[config.mk]
export PLATFORM = sky130hd
export DESIGN_NAME = quoted_key_value_extractor_flat
export DESIGN_NICKNAME = d
export VERILOG_FILES = /design/src/rtl/qkve_pkg.sv /design/src/rtl/qkve_if.sv /design/src/rtl/quoted_key_value_extractor.sv /design/src/rtl/qkve_scanner.sv /design/src/flat_wrapper.sv
export VERILOG_INCLUDE_DIRS = /design/src /design/src/rtl
export SDC_FILE = /design/constraint.sdc
export NUM_CORES = 1
export LEC_CHECK = 0
export ABC_AREA = 1
export BUFFER_PORTS_ARGS = -buffer_cell sky130_fd_sc_hd__buf_2
export CAP_MARGIN = 20
export CELL_PAD_IN_SITES_DETAIL_PLACEMENT = 0
export CELL_PAD_IN_SITES_GLOBAL_PLACEMENT = 2
export CORE_ASPECT_RATIO = 0.5
export CORE_MARGIN = 2
export CORE_UTILIZATION = 34
export DETAILED_ROUTE_END_ITERATION = 8
export PLACE_DENSITY = 0.78
export SLEW_MARGIN = 25
export SYNTH_ARGS = -nofsm -noshare
export SYNTH_HDL_FRONTEND = slang
export SYNTH_SLANG_ARGS = --single-unit
[constraint.sdc]
create_clock -name clk -period 3.31 [get_ports clk]
set_input_delay 0.662 -clock clk [delete_from_list [all_inputs] [get_ports clk]]
set_output_delay 0.662 -clock clk [all_outputs]
set_load 0.05 [all_outputs]
[src/rtl/quoted_key_value_extractor_assert.svh]
// Assertion helpers for the quoted key/value extractor.
`ifndef QUOTED_KEY_VALUE_EXTRACTOR_ASSERT_SVH
`define QUOTED_KEY_VALUE_EXTRACTOR_ASSERT_SVH

`ifndef SYNTHESIS

// Check a condition in the same cycle as its trigger.
`define QKVE_ASSERT_NOW(label, clk, rst_n, ante, cons) \
	label: assert property (@(posedge clk) disable iff (!rst_n) (ante) |-> (cons)) \
		else $error("qkve assertion failed");

// Check a condition in the cycle after its trigger.
`define QKVE_ASSERT_NEXT(label, clk, rst_n, ante, cons) \
	label: assert property (@(posedge clk) disable iff (!rst_n) (ante) |=> (cons)) \
		else $error("qkve assertion failed");

`else

`define QKVE_ASSERT_NOW(label, clk, rst_n, ante, cons)
`define QKVE_ASSERT_NEXT(label, clk, rst_n, ante, cons)

`endif

`endif

[src/rtl/qkve_pkg.sv]
package qkve_pkg;

	localparam int BYTE_BITS        = 8;
	localparam int POS_BITS         = 4;
	localparam int KEY_LEN_BITS     = 4;
	localparam int CFG_DATA_BITS    = 64;
	localparam int MATCH_COUNT_BITS = 16;

	typedef logic [BYTE_BITS-1:0]    byte_t;
	typedef logic [POS_BITS-1:0]     pos_t;
	typedef logic [KEY_LEN_BITS-1:0] key_len_t;

	localparam byte_t QUOTE_CHAR     = 8'h22;
	localparam byte_t BACKSLASH_CHAR = 8'h5C;
	localparam pos_t  POS_MAX        = 4'd15;

	// Configuration register indexes
	typedef enum logic {
		REG_KEY_BYTES  = 1'b0,
		REG_KEY_LENGTH = 1'b1
	} cfg_index_t;

	// Per-byte decision from the scanner
	typedef struct packed {
		logic emit;
		logic last;
	} scan_res_t;

endpackage

[src/rtl/qkve_if.sv]
interface qkve_in_if;
	import qkve_pkg::*;

	logic  valid;
	logic  ready;
	byte_t in_byte;

	modport source (output valid, output in_byte, input ready);
	modport sink (input valid, input in_byte, output ready);
endinterface

interface qkve_out_if;
	import qkve_pkg::*;

	logic                        valid;
	logic                        ready;
	byte_t                       out_byte;
	logic                        value_last;
	logic [MATCH_COUNT_BITS-1:0] match_count;

	modport source (output valid, output out_byte, output value_last, output match_count,
		input ready);
	modport sink (input valid, input out_byte, input value_last, input match_count,
		output ready);
endinterface

[src/rtl/quoted_key_value_extractor.sv]
// Quoted key/value extractor: takes one text byte per item and, once a quoted
// string equal to the configured key has closed, passes the next quoted string
// (quotes included) to the output, marking its closing quote with value_last.
// A quote preceded by a backslash inside a string does not close it. The block
// takes one byte every cycle; a result appears in the cycle after its byte is
// taken, from a single output register. Input is held off only while that
// register is full and the output side is not taking it. Program key_bytes and
// key_length while the stream is idle; a key longer than KEY_MAX_BYTES never
// matches. match_count shows the low 16 bits of a saturating count of values.
`include "quoted_key_value_extractor_assert.svh"

module quoted_key_value_extractor #(
	parameter int KEY_MAX_BYTES = 8,
	parameter int COUNT_BITS    = 16
) (
	input  logic                                 clk,
	input  logic                                 arst_n,
	input  logic                                 cfg_write,
	input  qkve_pkg::cfg_index_t                 cfg_index,
	input  logic [qkve_pkg::CFG_DATA_BITS-1:0]   cfg_data,
	qkve_in_if.sink                              din,
	qkve_out_if.source                           dout
);
	import qkve_pkg::*;

	byte_t    key_q [KEY_MAX_BYTES];
	key_len_t key_length_q;

	logic      out_valid_q;
	byte_t     out_byte_q;
	logic      out_last_q;
	logic [MATCH_COUNT_BITS-1:0] out_count_q;

	logic                        accept;
	logic                        load;
	scan_res_t                   res;
	logic [COUNT_BITS-1:0]       count_q;
	logic [COUNT_BITS-1:0]       count_next;
	logic [MATCH_COUNT_BITS-1:0] count_low;

	// Hold configuration registers
	always_ff @(posedge clk or negedge arst_n) begin
		if (!arst_n) begin
			for (int i = 0; i < KEY_MAX_BYTES; i++) begin
				key_q[i] <= '0;
			end
			key_length_q <= '0;
		end else if (cfg_write) begin
			unique case (cfg_index)
				REG_KEY_BYTES: begin
					for (int i = 0; i < KEY_MAX_BYTES; i++) begin
						key_q[i] <= cfg_data[BYTE_BITS*i +: BYTE_BITS];
					end
				end
				REG_KEY_LENGTH: begin
					key_length_q <= cfg_data[KEY_LEN_BITS-1:0];
				end
			endcase
		end
	end

	assign din.ready = !out_valid_q || dout.ready;
	assign accept    = din.valid && din.ready;
	assign load      = accept && res.emit;

	qkve_scanner #(
		.KEY_MAX_BYTES(KEY_MAX_BYTES),
		.COUNT_BITS   (COUNT_BITS)
	) u_scanner (
		.clk       (clk),
		.arst_n    (arst_n),
		.step      (accept),
		.in_byte   (din.in_byte),
		.key       (key_q),
		.key_length(key_length_q),
		.res       (res),
		.count_q   (count_q),
		.count_next(count_next)
	);

	// Show the low bits of the count, zero-extended when narrower
	generate
		if (COUNT_BITS >= MATCH_COUNT_BITS) begin : g_count_trunc
			assign count_low = count_next[MATCH_COUNT_BITS-1:0];
		end else begin : g_count_ext
			assign count_low = {{(MATCH_COUNT_BITS-COUNT_BITS){1'b0}}, count_next};
		end
	endgenerate

	// Output register valid
	always_ff @(posedge clk or negedge arst_n) begin
		if (!arst_n) begin
			out_valid_q <= 1'b0;
		end else if (load) begin
			out_valid_q <= 1'b1;
		end else if (dout.ready) begin
			out_valid_q <= 1'b0;
		end
	end

	// Output register payload
	always_ff @(posedge clk) begin
		if (load) begin
			out_byte_q  <= din.in_byte;
			out_last_q  <= res.last;
			out_count_q <= count_low;
		end
	end

	assign dout.valid       = out_valid_q;
	assign dout.out_byte    = out_byte_q;
	assign dout.value_last  = out_last_q;
	assign dout.match_count = out_count_q;

	`QKVE_ASSERT_NOW(a_last_is_quote, clk, arst_n, out_valid_q && out_last_q, out_byte_q == QUOTE_CHAR)
	`QKVE_ASSERT_NOW(a_stall_only_when_full, clk, arst_n, !din.ready, out_valid_q && !dout.ready)
	`QKVE_ASSERT_NEXT(a_count_never_drops, clk, arst_n, 1'b1, count_q >= $past(count_q))

endmodule

[src/rtl/qkve_scanner.sv]
module qkve_scanner #(
	parameter int KEY_MAX_BYTES = 8,
	parameter int COUNT_BITS    = 16
) (
	input  logic                clk,
	input  logic                arst_n,
	input  logic                step,
	input  qkve_pkg::byte_t     in_byte,
	input  qkve_pkg::byte_t     key [KEY_MAX_BYTES],
	input  qkve_pkg::key_len_t  key_length,
	output qkve_pkg::scan_res_t res,
	output logic [COUNT_BITS-1:0] count_q,
	output logic [COUNT_BITS-1:0] count_next
);
	import qkve_pkg::*;

	logic inside_q;
	logic last_bs_q;
	pos_t pos_q;
	logic mismatch_q;
	logic found_q;

	logic  inside_d;
	logic  last_bs_d;
	pos_t  pos_d;
	logic  mismatch_d;
	logic  found_d;
	byte_t key_byte;
	logic  is_quote;
	logic  key_hit;

	// Pick the key byte at the current compare position
	always_comb begin
		key_byte = '0;
		for (int i = 0; i < KEY_MAX_BYTES; i++) begin
			if (pos_q == POS_BITS'(i)) begin
				key_byte = key[i];
			end
		end
	end

	assign is_quote = (in_byte == QUOTE_CHAR);
	assign key_hit  = (pos_q < POS_BITS'(KEY_MAX_BYTES)) && (pos_q < key_length) &&
		(key_byte == in_byte);

	// Next state and per-byte decision
	always_comb begin
		inside_d   = inside_q;
		last_bs_d  = last_bs_q;
		pos_d      = pos_q;
		mismatch_d = mismatch_q;
		found_d    = found_q;
		count_next = count_q;
		res        = '0;
		if (!inside_q) begin
			// open a string on a quote, drop anything else
			if (is_quote) begin
				inside_d   = 1'b1;
				last_bs_d  = 1'b0;
				pos_d      = '0;
				mismatch_d = 1'b0;
				res.emit   = found_q;
			end
		end else if (is_quote && !last_bs_q) begin
			// close the string and decide whether it was the key
			inside_d  = 1'b0;
			last_bs_d = 1'b0;
			found_d   = !mismatch_q && (pos_q == key_length);
			if (found_q) begin
				if (count_q != '1) begin
					count_next = count_q + COUNT_BITS'(1);
				end
				res.emit = 1'b1;
				res.last = 1'b1;
			end
		end else begin
			// content byte: compare and advance
			if (!key_hit) begin
				mismatch_d = 1'b1;
			end
			if (pos_q != POS_MAX) begin
				pos_d = pos_q + POS_BITS'(1);
			end
			last_bs_d = (in_byte == BACKSLASH_CHAR);
			res.emit  = found_q;
		end
	end

	// Advance state on each accepted item
	always_ff @(posedge clk or negedge arst_n) begin
		if (!arst_n) begin
			inside_q   <= 1'b0;
			last_bs_q  <= 1'b0;
			pos_q      <= '0;
			mismatch_q <= 1'b0;
			found_q    <= 1'b0;
			count_q    <= '0;
		end else if (step) begin
			inside_q   <= inside_d;
			last_bs_q  <= last_bs_d;
			pos_q      <= pos_d;
			mismatch_q <= mismatch_d;
			found_q    <= found_d;
			count_q    <= count_next;
		end
	end

endmodule
[src/flat_wrapper.sv]
// flat-port wrapper written by rule: the top's interface ports become plain ports
module quoted_key_value_extractor_flat import qkve_pkg::*;
#(
	parameter int KEY_MAX_BYTES = 8,
	parameter int COUNT_BITS    = 16
)
  (clk, arst_n, cfg_write, cfg_index, cfg_data, din_valid, din_in_byte, din_ready, dout_valid, dout_out_byte, dout_value_last, dout_match_count, dout_ready);
  qkve_in_if din_i ();
  qkve_out_if dout_i ();
  input  logic clk;
  input  logic arst_n;
  input  logic cfg_write;
  input  qkve_pkg::cfg_index_t cfg_index;
  input  logic [qkve_pkg::CFG_DATA_BITS-1:0] cfg_data;
  input wire logic [$bits(din_i.valid)-1:0] din_valid;
  input wire logic [$bits(din_i.in_byte)-1:0] din_in_byte;
  output wire logic [$bits(din_i.ready)-1:0] din_ready;
  output wire logic [$bits(dout_i.valid)-1:0] dout_valid;
  output wire logic [$bits(dout_i.out_byte)-1:0] dout_out_byte;
  output wire logic [$bits(dout_i.value_last)-1:0] dout_value_last;
  output wire logic [$bits(dout_i.match_count)-1:0] dout_match_count;
  input wire logic [$bits(dout_i.ready)-1:0] dout_ready;
  assign din_i.valid = din_valid;
  assign din_i.in_byte = din_in_byte;
  assign din_ready = din_i.ready;
  assign dout_valid = dout_i.valid;
  assign dout_out_byte = dout_i.out_byte;
  assign dout_value_last = dout_i.value_last;
  assign dout_match_count = dout_i.match_count;
  assign dout_i.ready = dout_ready;
  quoted_key_value_extractor #(.KEY_MAX_BYTES(KEY_MAX_BYTES), .COUNT_BITS(COUNT_BITS)) u_core (.clk(clk), .arst_n(arst_n), .cfg_write(cfg_write), .cfg_index(cfg_index), .cfg_data(cfg_data), .din(din_i), .dout(dout_i));
endmodule
# --- Word level (Yosys, flattened, before mapping) ---
# Cells that the tools add are included.
op_classes:
  bitwise_logic: 1
  n_lt_le_gt_ge: 2
  eq_ne: 16
  muxes: 31
  add_sub_neg: 2
  n_reduce_logical: 20
ops:
  columns: ["operator", "n"]
  rows:
  - ["2-to-1 mux 16 bit", 4]
  - ["2-to-1 mux 8 bit", 8]
  - ["adder 16 x 1 -> 16 bit, second input constant", 1]
  - ["== test 4 x 3 -> 1 bit, second input constant", 4]
  - ["2-to-1 mux 4 bit", 4]
  - ["!= test 16 bit, second input constant", 1]
  - ["2-to-1 mux 1 bit", 14]
  - ["== test 4 x 2 -> 1 bit, second input constant", 2]
  - ["== test 8 x 6 -> 1 bit, second input constant", 1]
  - ["== test 8 x 7 -> 1 bit, second input constant", 1]
  - ["== test 8 bit", 1]
  - ["AND reduction 2 bit", 4]
  - ["AND reduction 4 bit", 2]
  - ["logical AND 1 bit", 6]
  - ["adder 4 x 1 -> 4 bit, second input constant", 1]
  - ["== test 4 x 1 -> 1 bit, second input constant", 1]
  - ["== test 4 bit", 1]
  - ["logical NOT 4 bit", 1]
  - ["less-than comparator 4 bit", 1]
  - ["less-than comparator 4 bit, second input constant", 1]
  - ["!= test 2 bit, second input constant", 2]
  - ["!= test 4 bit, second input constant", 1]
  - ["nonzero test 2 bit", 2]
  - ["logical NOT 1 bit", 3]
  - ["5 further kinds", 5]
word_totals:
  reg_bits: 118
  in_bits: 78
  wordCells: 91

# --- Depth between registers and ports, before layout ---
depth:
  word_depth: 14
  mapped_depth: 20
  mapped_depth_nobuf: 20

# --- Cells and area by module ---
# Synthesis repeated with hierarchy kept, for this count alone.
unflattened:
  cells_unflattened: 752
  hier_area_um2: 6536.3
modules_own_cells:
  columns: ["mod", "area_per_inst_um2", "instances", "cells_per_inst", "seq_area_each_um2"]
  rows:
  - ["quoted_key_value_extractor", 3963.8, 1, 330, 2477.4]
  - ["qkve_scanner", 2572.5, 1, 422, 600.6]

# --- Worst setup path after synthesis ---
# Ideal clock, no wire load.
synth_path:
  kind: "input port to flip-flop"
  startpoint: "in dout_ready"
  endpoint: "reg u_core.out_count_q[0] (netlist: u_core.dout.match_count[0]), enable pin"
  path_buffers: 0
  setup_ns: 0.407
  t_arrival_ns: 2.572
  setup_slack_ns: 0.331
  stages: 6
  path_cell_list: "inv_1 > nand2_1 > nand2_1 > a21oi_1 > inv_1 > nor2_1"
synth_via:
  elab_chain_len: 3
synth_lines:
  columns: ["item", "line_no", "rtl"]
  rows:
  - ["start, declared", "flat_wrapper.sv:22", "input wire logic [$bits(dout_i.ready)-1:0] dout_ready;"]
  - ["logical OR 1 bit", "quoted_key_value_extractor.sv:62", "assign din.ready = !out_valid_q || dout.ready;"]
  - ["net din_ready", "flat_wrapper.sv:17", "output wire logic [$bits(din_i.ready)-1:0] din_ready;"]
  - ["logical AND 1 bit", "quoted_key_value_extractor.sv:63", "assign accept = din.valid && din.ready;"]
  - ["logical AND 1 bit", "quoted_key_value_extractor.sv:64", "assign load = accept && res.emit;"]
  - ["net u_core.load", "quoted_key_value_extractor.sv:35", "logic load;"]
  - ["end signal, assigned", "quoted_key_value_extractor.sv:106", "out_count_q <= count_low;"]
  - ["end, declared", "quoted_key_value_extractor.sv:32", "logic [MATCH_COUNT_BITS-1:0] out_count_q;"]
# The timed path passes the listed nets, and every way through them passes these cells.
# A chain may end at the register's enable or synchronous reset.

# --- Worst setup path in the final report ---
layout_path:
  startpoint: "reg u_core.u_scanner.pos_q[0]"
  endpoint: "reg u_core.u_scanner.mismatch_q"
layout_via:
  elab_chain_len: 13
layout_lines:
  columns: ["item", "line_no", "rtl"]
  rows:
  - ["start, declared", "qkve_scanner.sv:19", "pos_t pos_q;"]
  - ["start signal, assigned", "qkve_scanner.sv:101", "pos_q <= pos_d;"]
  - ["logical NOT 4 bit", "qkve_scanner.sv:36", "if (pos_q == POS_BITS'(i)) begin"]
  - ["2-to-1 mux 8 bit (8 in series)", "qkve_scanner.sv:36", null]
  - ["== test 8 bit", "qkve_scanner.sv:44", "(key_byte == in_byte);"]
  - ["logical AND 1 bit (*)", "qkve_scanner.sv:43", "assign key_hit = (pos_q < POS_BITS'(KEY_MAX_BYTES)) && (pos_q < key_length) &&"]
  - ["!= test 2 bit (no line) (*)", null, null]
  - ["AND reduction 4 bit (no line) (*)", null, null]
  - ["end signal, assigned", "qkve_scanner.sv:102", "mismatch_q <= mismatch_d;"]
  - ["end, declared", "qkve_scanner.sv:20", "logic mismatch_q;"]
# Every way passes the cells marked *; elsewhere a longest branch is shown, timed or not.

==> out/qor.csv <==
stage,metric,value,unit
synthesis,ys async rst share,0.788,
clock_tree,Clock Sink Count,118,
synthesis,top-count cell post-synth,nand2_1,
synthesis,top cell type's share of synthesized area,0.400,
synthesis,Synth area leader,dfrtp_1,
sta,Final min period,2.58,ns
setup_path,family with the most delay on the worst path,simple AND/OR/NAND/NOR gates,
job,total of max-cap violations,0,
synthesis,YS warnings,0,
setup_path,critical path peak fanout,11,
setup_path,critical path type,reg -> reg,
outcome,status,"complete, no violations",
sta,Hold Slack,0.245,ns
drt,1st-iter DRT viols,278,
clock_tree,Skew-Pair Late Insertion Delay,0.41,ns
setup_path,crit path DAT,2.86,ns
clock_tree,CTS H-Tree Depth,4,
drt,drt first pass iters,4,
clock_tree,Post-CTS Setup Bufs,0,
final_layout,Nets,836,
setup_path,Reg-to-Reg Start,u_core.u_scanner.pos_q[0]$_DFFE_PN0P_,
setup_path,CP Cell Sequence,inv_1 > ha_1 > nand2_1 > or2_2 > nand3_1 > nand4_1 > nand2_1 > nand2_1 > nand2_1 > nand2_1 > nand2_1 > nand2_1 > nor2_1 > nand2_1 > nand2_1 > a21oi_1,
global_routing,vias in the first global route,4437,
synthesis,sequential-to-total area share from yosys stat,0.529,
global_routing,largest net degree at the start of global routing,83,
sta,Least-Margin Pin Slew,0.917,ns
synthesis,simple-gate portion of the synthesized area,0.213,
synthesis,main combinational cell family by area after synthesis,simple AND/OR/NAND/NOR gates,
global_routing,met1 usage,0.242,
sta,Clock Skew,0.00863,ns
floorplanning,Starting Density,0.352,
synthesis,syn nets,726,
synthesis,"top cells by count, synth","nand2_1 (130), dfrtp_1 (93), inv_1 (86)",
clock_tree,CTS tree,yes,
synthesis,number of enable flip-flop cells after synthesis,25,
synthesis,Seq cells post-synth,118,
floorplanning,die height,96.5,um
synthesis,Compound-Gate Fraction of Synth Area,0.0802,
drt,vias per std cell,4.54,
pwr,PD cells,696,mW/mm2
clock_tree,# hold bufs at CTS,0,
place,I/O Buffers,104,
setup_path,critical path launch point,u_core.u_scanner.pos_q[0]$_DFFE_PN0P_,
setup_path,Crit path top cell by count,nand2_1,
clock_tree,Bufs on Longest Clock Path,2,
final_layout,Area Overhead vs Synth,24.2,%
sta,max-slew violation count,0,
setup_path,worst stage delay on the critical path,0.42,ns
synthesis,"Cell Area, Synth",0.00582,mm2
clock_tree,CTS buffer count,17,
floorplanning,Core Area,0.0166,mm2
drt,vias,4494,
synthesis,syn avg cell area,9.11,um2
floorplanning,floorplan row count,33,
setup_path,slowest cell on the critical path,dfrtp_1,
drt,drt total wl,14300,um
sta,period utilization,0.778,
global_routing,GRT Resource Usage Total,0.170,
synthesis,post-synthesis mux area share,0.0658,
floorplanning,area of the die,0.0182,mm2
global_routing,first-pass GRT wire length,23300,um
synthesis,"top cells by area, synth","dfrtp_1 (40%), edfxtp_1 (13%), nand2_1 (8.4%)",
global_routing,GRT Max-Usage Layer,met2,
setup_path,Critical Path Source Type,flip-flop,
clock_tree,post-cts sizing count,0,
pwr,VDD IR max,0.391,mV
global_routing,M2 GR Usage,0.256,
sta,endpoints failing hold,0,
setup_path,Crit path required time,3.60,ns
final_layout,Finished Layout Cells,989,
sta,TNS Setup,0,ns
place,DP HPWL,10700,um
sta,RSZ-0062 raised after global routing,no,
sta,FMAX,388,MHz
global_routing,global route total overflow,0,
pwr,leakage power,3.52,nW
clock_tree,root buffer cell,clkbuf_16,
final_layout,share of layout cells above drive strength 1,0.268,
floorplanning,I/O pin cnt,105,
sta,Slew Limit Headroom,0.389,
setup_path,Bufs and invs on worst path,1,
synthesis,adder-cell share of the synthesized area,0.0193,
global_routing,met3 usage,0.0404,
drt,antenna-violating nets left,0,
sta,final setup violating endpoints,0,
final_layout,antenna fix cells,0,
drt,DRC,0,
clock_tree,clk slew on worst S/H paths,0.05,ns
min_path,Worst Hold Class,in -> async,
synthesis,Synth Flop Type,dfrtp_1,
global_routing,antenna violations before repair,0,
place,gp weighted congestion,0.740,
synthesis,"Distinct cells, synth",38,
drt,DR WL/cell,14.5,um
floorplanning,die width,189,um
setup_path,nature of the critical path endpoint,flip-flop,
place,dpl cells,957,
synthesis,xor/xnor share of the synthesized area,0.0163,
synthesis,Post-Syn Instances,639,
-- per-stage QoR --
step	power, mW	setup WS (ns)	util	cell area [um2]
after global routing	5.37	0.439	0.437	7230
after CTS	5.09	0.718	0.437	7230
after detailed placement	3.09	0.736	0.399	6610
final	5.03	0.734	0.437	7230
after floorplan	2.68	0.331	-	5820
after global placement	3.08	0.755	0.399	6610
-- layout make-up --
class,count,area [um2]
Inverter,98,373
Sequential cell,118,3080
Timing Repair Buffer,109,573
Tap cell,227,284
Fill cell,1703,9330
Clock inverter,12,183
Multi-Input combinational cell,405,2300
Clock buffer,20,437
-- layer usage --
layer | vias up | part of all wire
met5 | - | 0
met3 | 11 | 0.037
met2 | 69 | 0.43
li1 | 2318 | -
met1 | 2096 | 0.53
met4 | 0 | 0.0087
-- registers in the layout, indices dropped and copies added (netlist names) --
signal and count:
u_core.key_q 64, u_core.dout.match_count 16, u_core.u_scanner.count_q 16, u_core.dout.out_byte 8
u_core.key_length_q 4, u_core.u_scanner.pos_q 4, u_core.dout.valid 1, u_core.dout.value_last 1
u_core.u_scanner.found_q 1, u_core.u_scanner.inside_q 1, u_core.u_scanner.last_bs_q 1, u_core.u_scanner.mismatch_q 1
-- path summary, 6_finish.rpt --
| path | endpoint | slack [ns] | cells past startpoint |
|---|---|---|---|
| setup reg to reg | u_core.u_scanner.mismatch_q$_DFFE_PN0P_ | 0.73 | 16 |
| hold reg to reg | u_core.key_length_q[2]$_DFFE_PN0P_ | 0.49 | 2 |
| max in group asynchronous | u_core.u_scanner.count_q[9]$_DFFE_PN0P_ | 2.37 | 2 |
| setup / recovery | u_core.u_scanner.mismatch_q$_DFFE_PN0P_ | 0.73 | 16 |
| min in group clk | u_core.key_q[35]$_DFFE_PN0P_ | 0.47 | 2 |
| hold / removal | u_core.key_q[53]$_DFFE_PN0P_ | 0.24 | 1 |
-- cell usage in the layout (no fill, tap or decap), types with 9 or more instances in the layout --
cell / Yosys / final
nand2_1: 130 / 129
buf_2: 6 / 103
dfrtp_1: 93 / 93
inv_1: 86 / 86
nand3_1: 46 / 46
a21oi_1: 44 / 44
nor2_1: 41 / 40
o21ai_0: 34 / 34
mux2_2: 34 / 34
edfxtp_1: 25 / 25
clkbuf_16: 0 / 17
nand4_1: 11 / 11
ha_1: 9 / 9
-- worst register-to-register path, cell delays in order (launching register included) --
cell and delay (ns):
dfrtp_1 0.42, inv_1 0.17, ha_1 0.36, nand2_1 0.29, or2_2 0.35, nand3_1 0.10
nand4_1 0.09, nand2_1 0.12, nand2_1 0.10, nand2_1 0.07, nand2_1 0.04, nand2_1 0.05
nand2_1 0.04, nor2_1 0.08, nand2_1 0.06, nand2_1 0.05, a21oi_1 0.06
-- cell families after synthesis --
group,count (synthesis)
simple gates,262
flops,118
buf+inv,116
compound gates,90
mux,34
xor+xnor,10
fa+ha+maj,9
-- where the power goes --
| group | internal [mW] | switching (mW) | leakage (nW) |
|---|---|---|---|
| Combinational | 0.458 | 0.823 | 1.88 |
| Sequential | 1.65 | 0.127 | 1.34 |
| Clock | 1.32 | 0.650 | 0.306 |
Power figures use the tool's default switching activity.
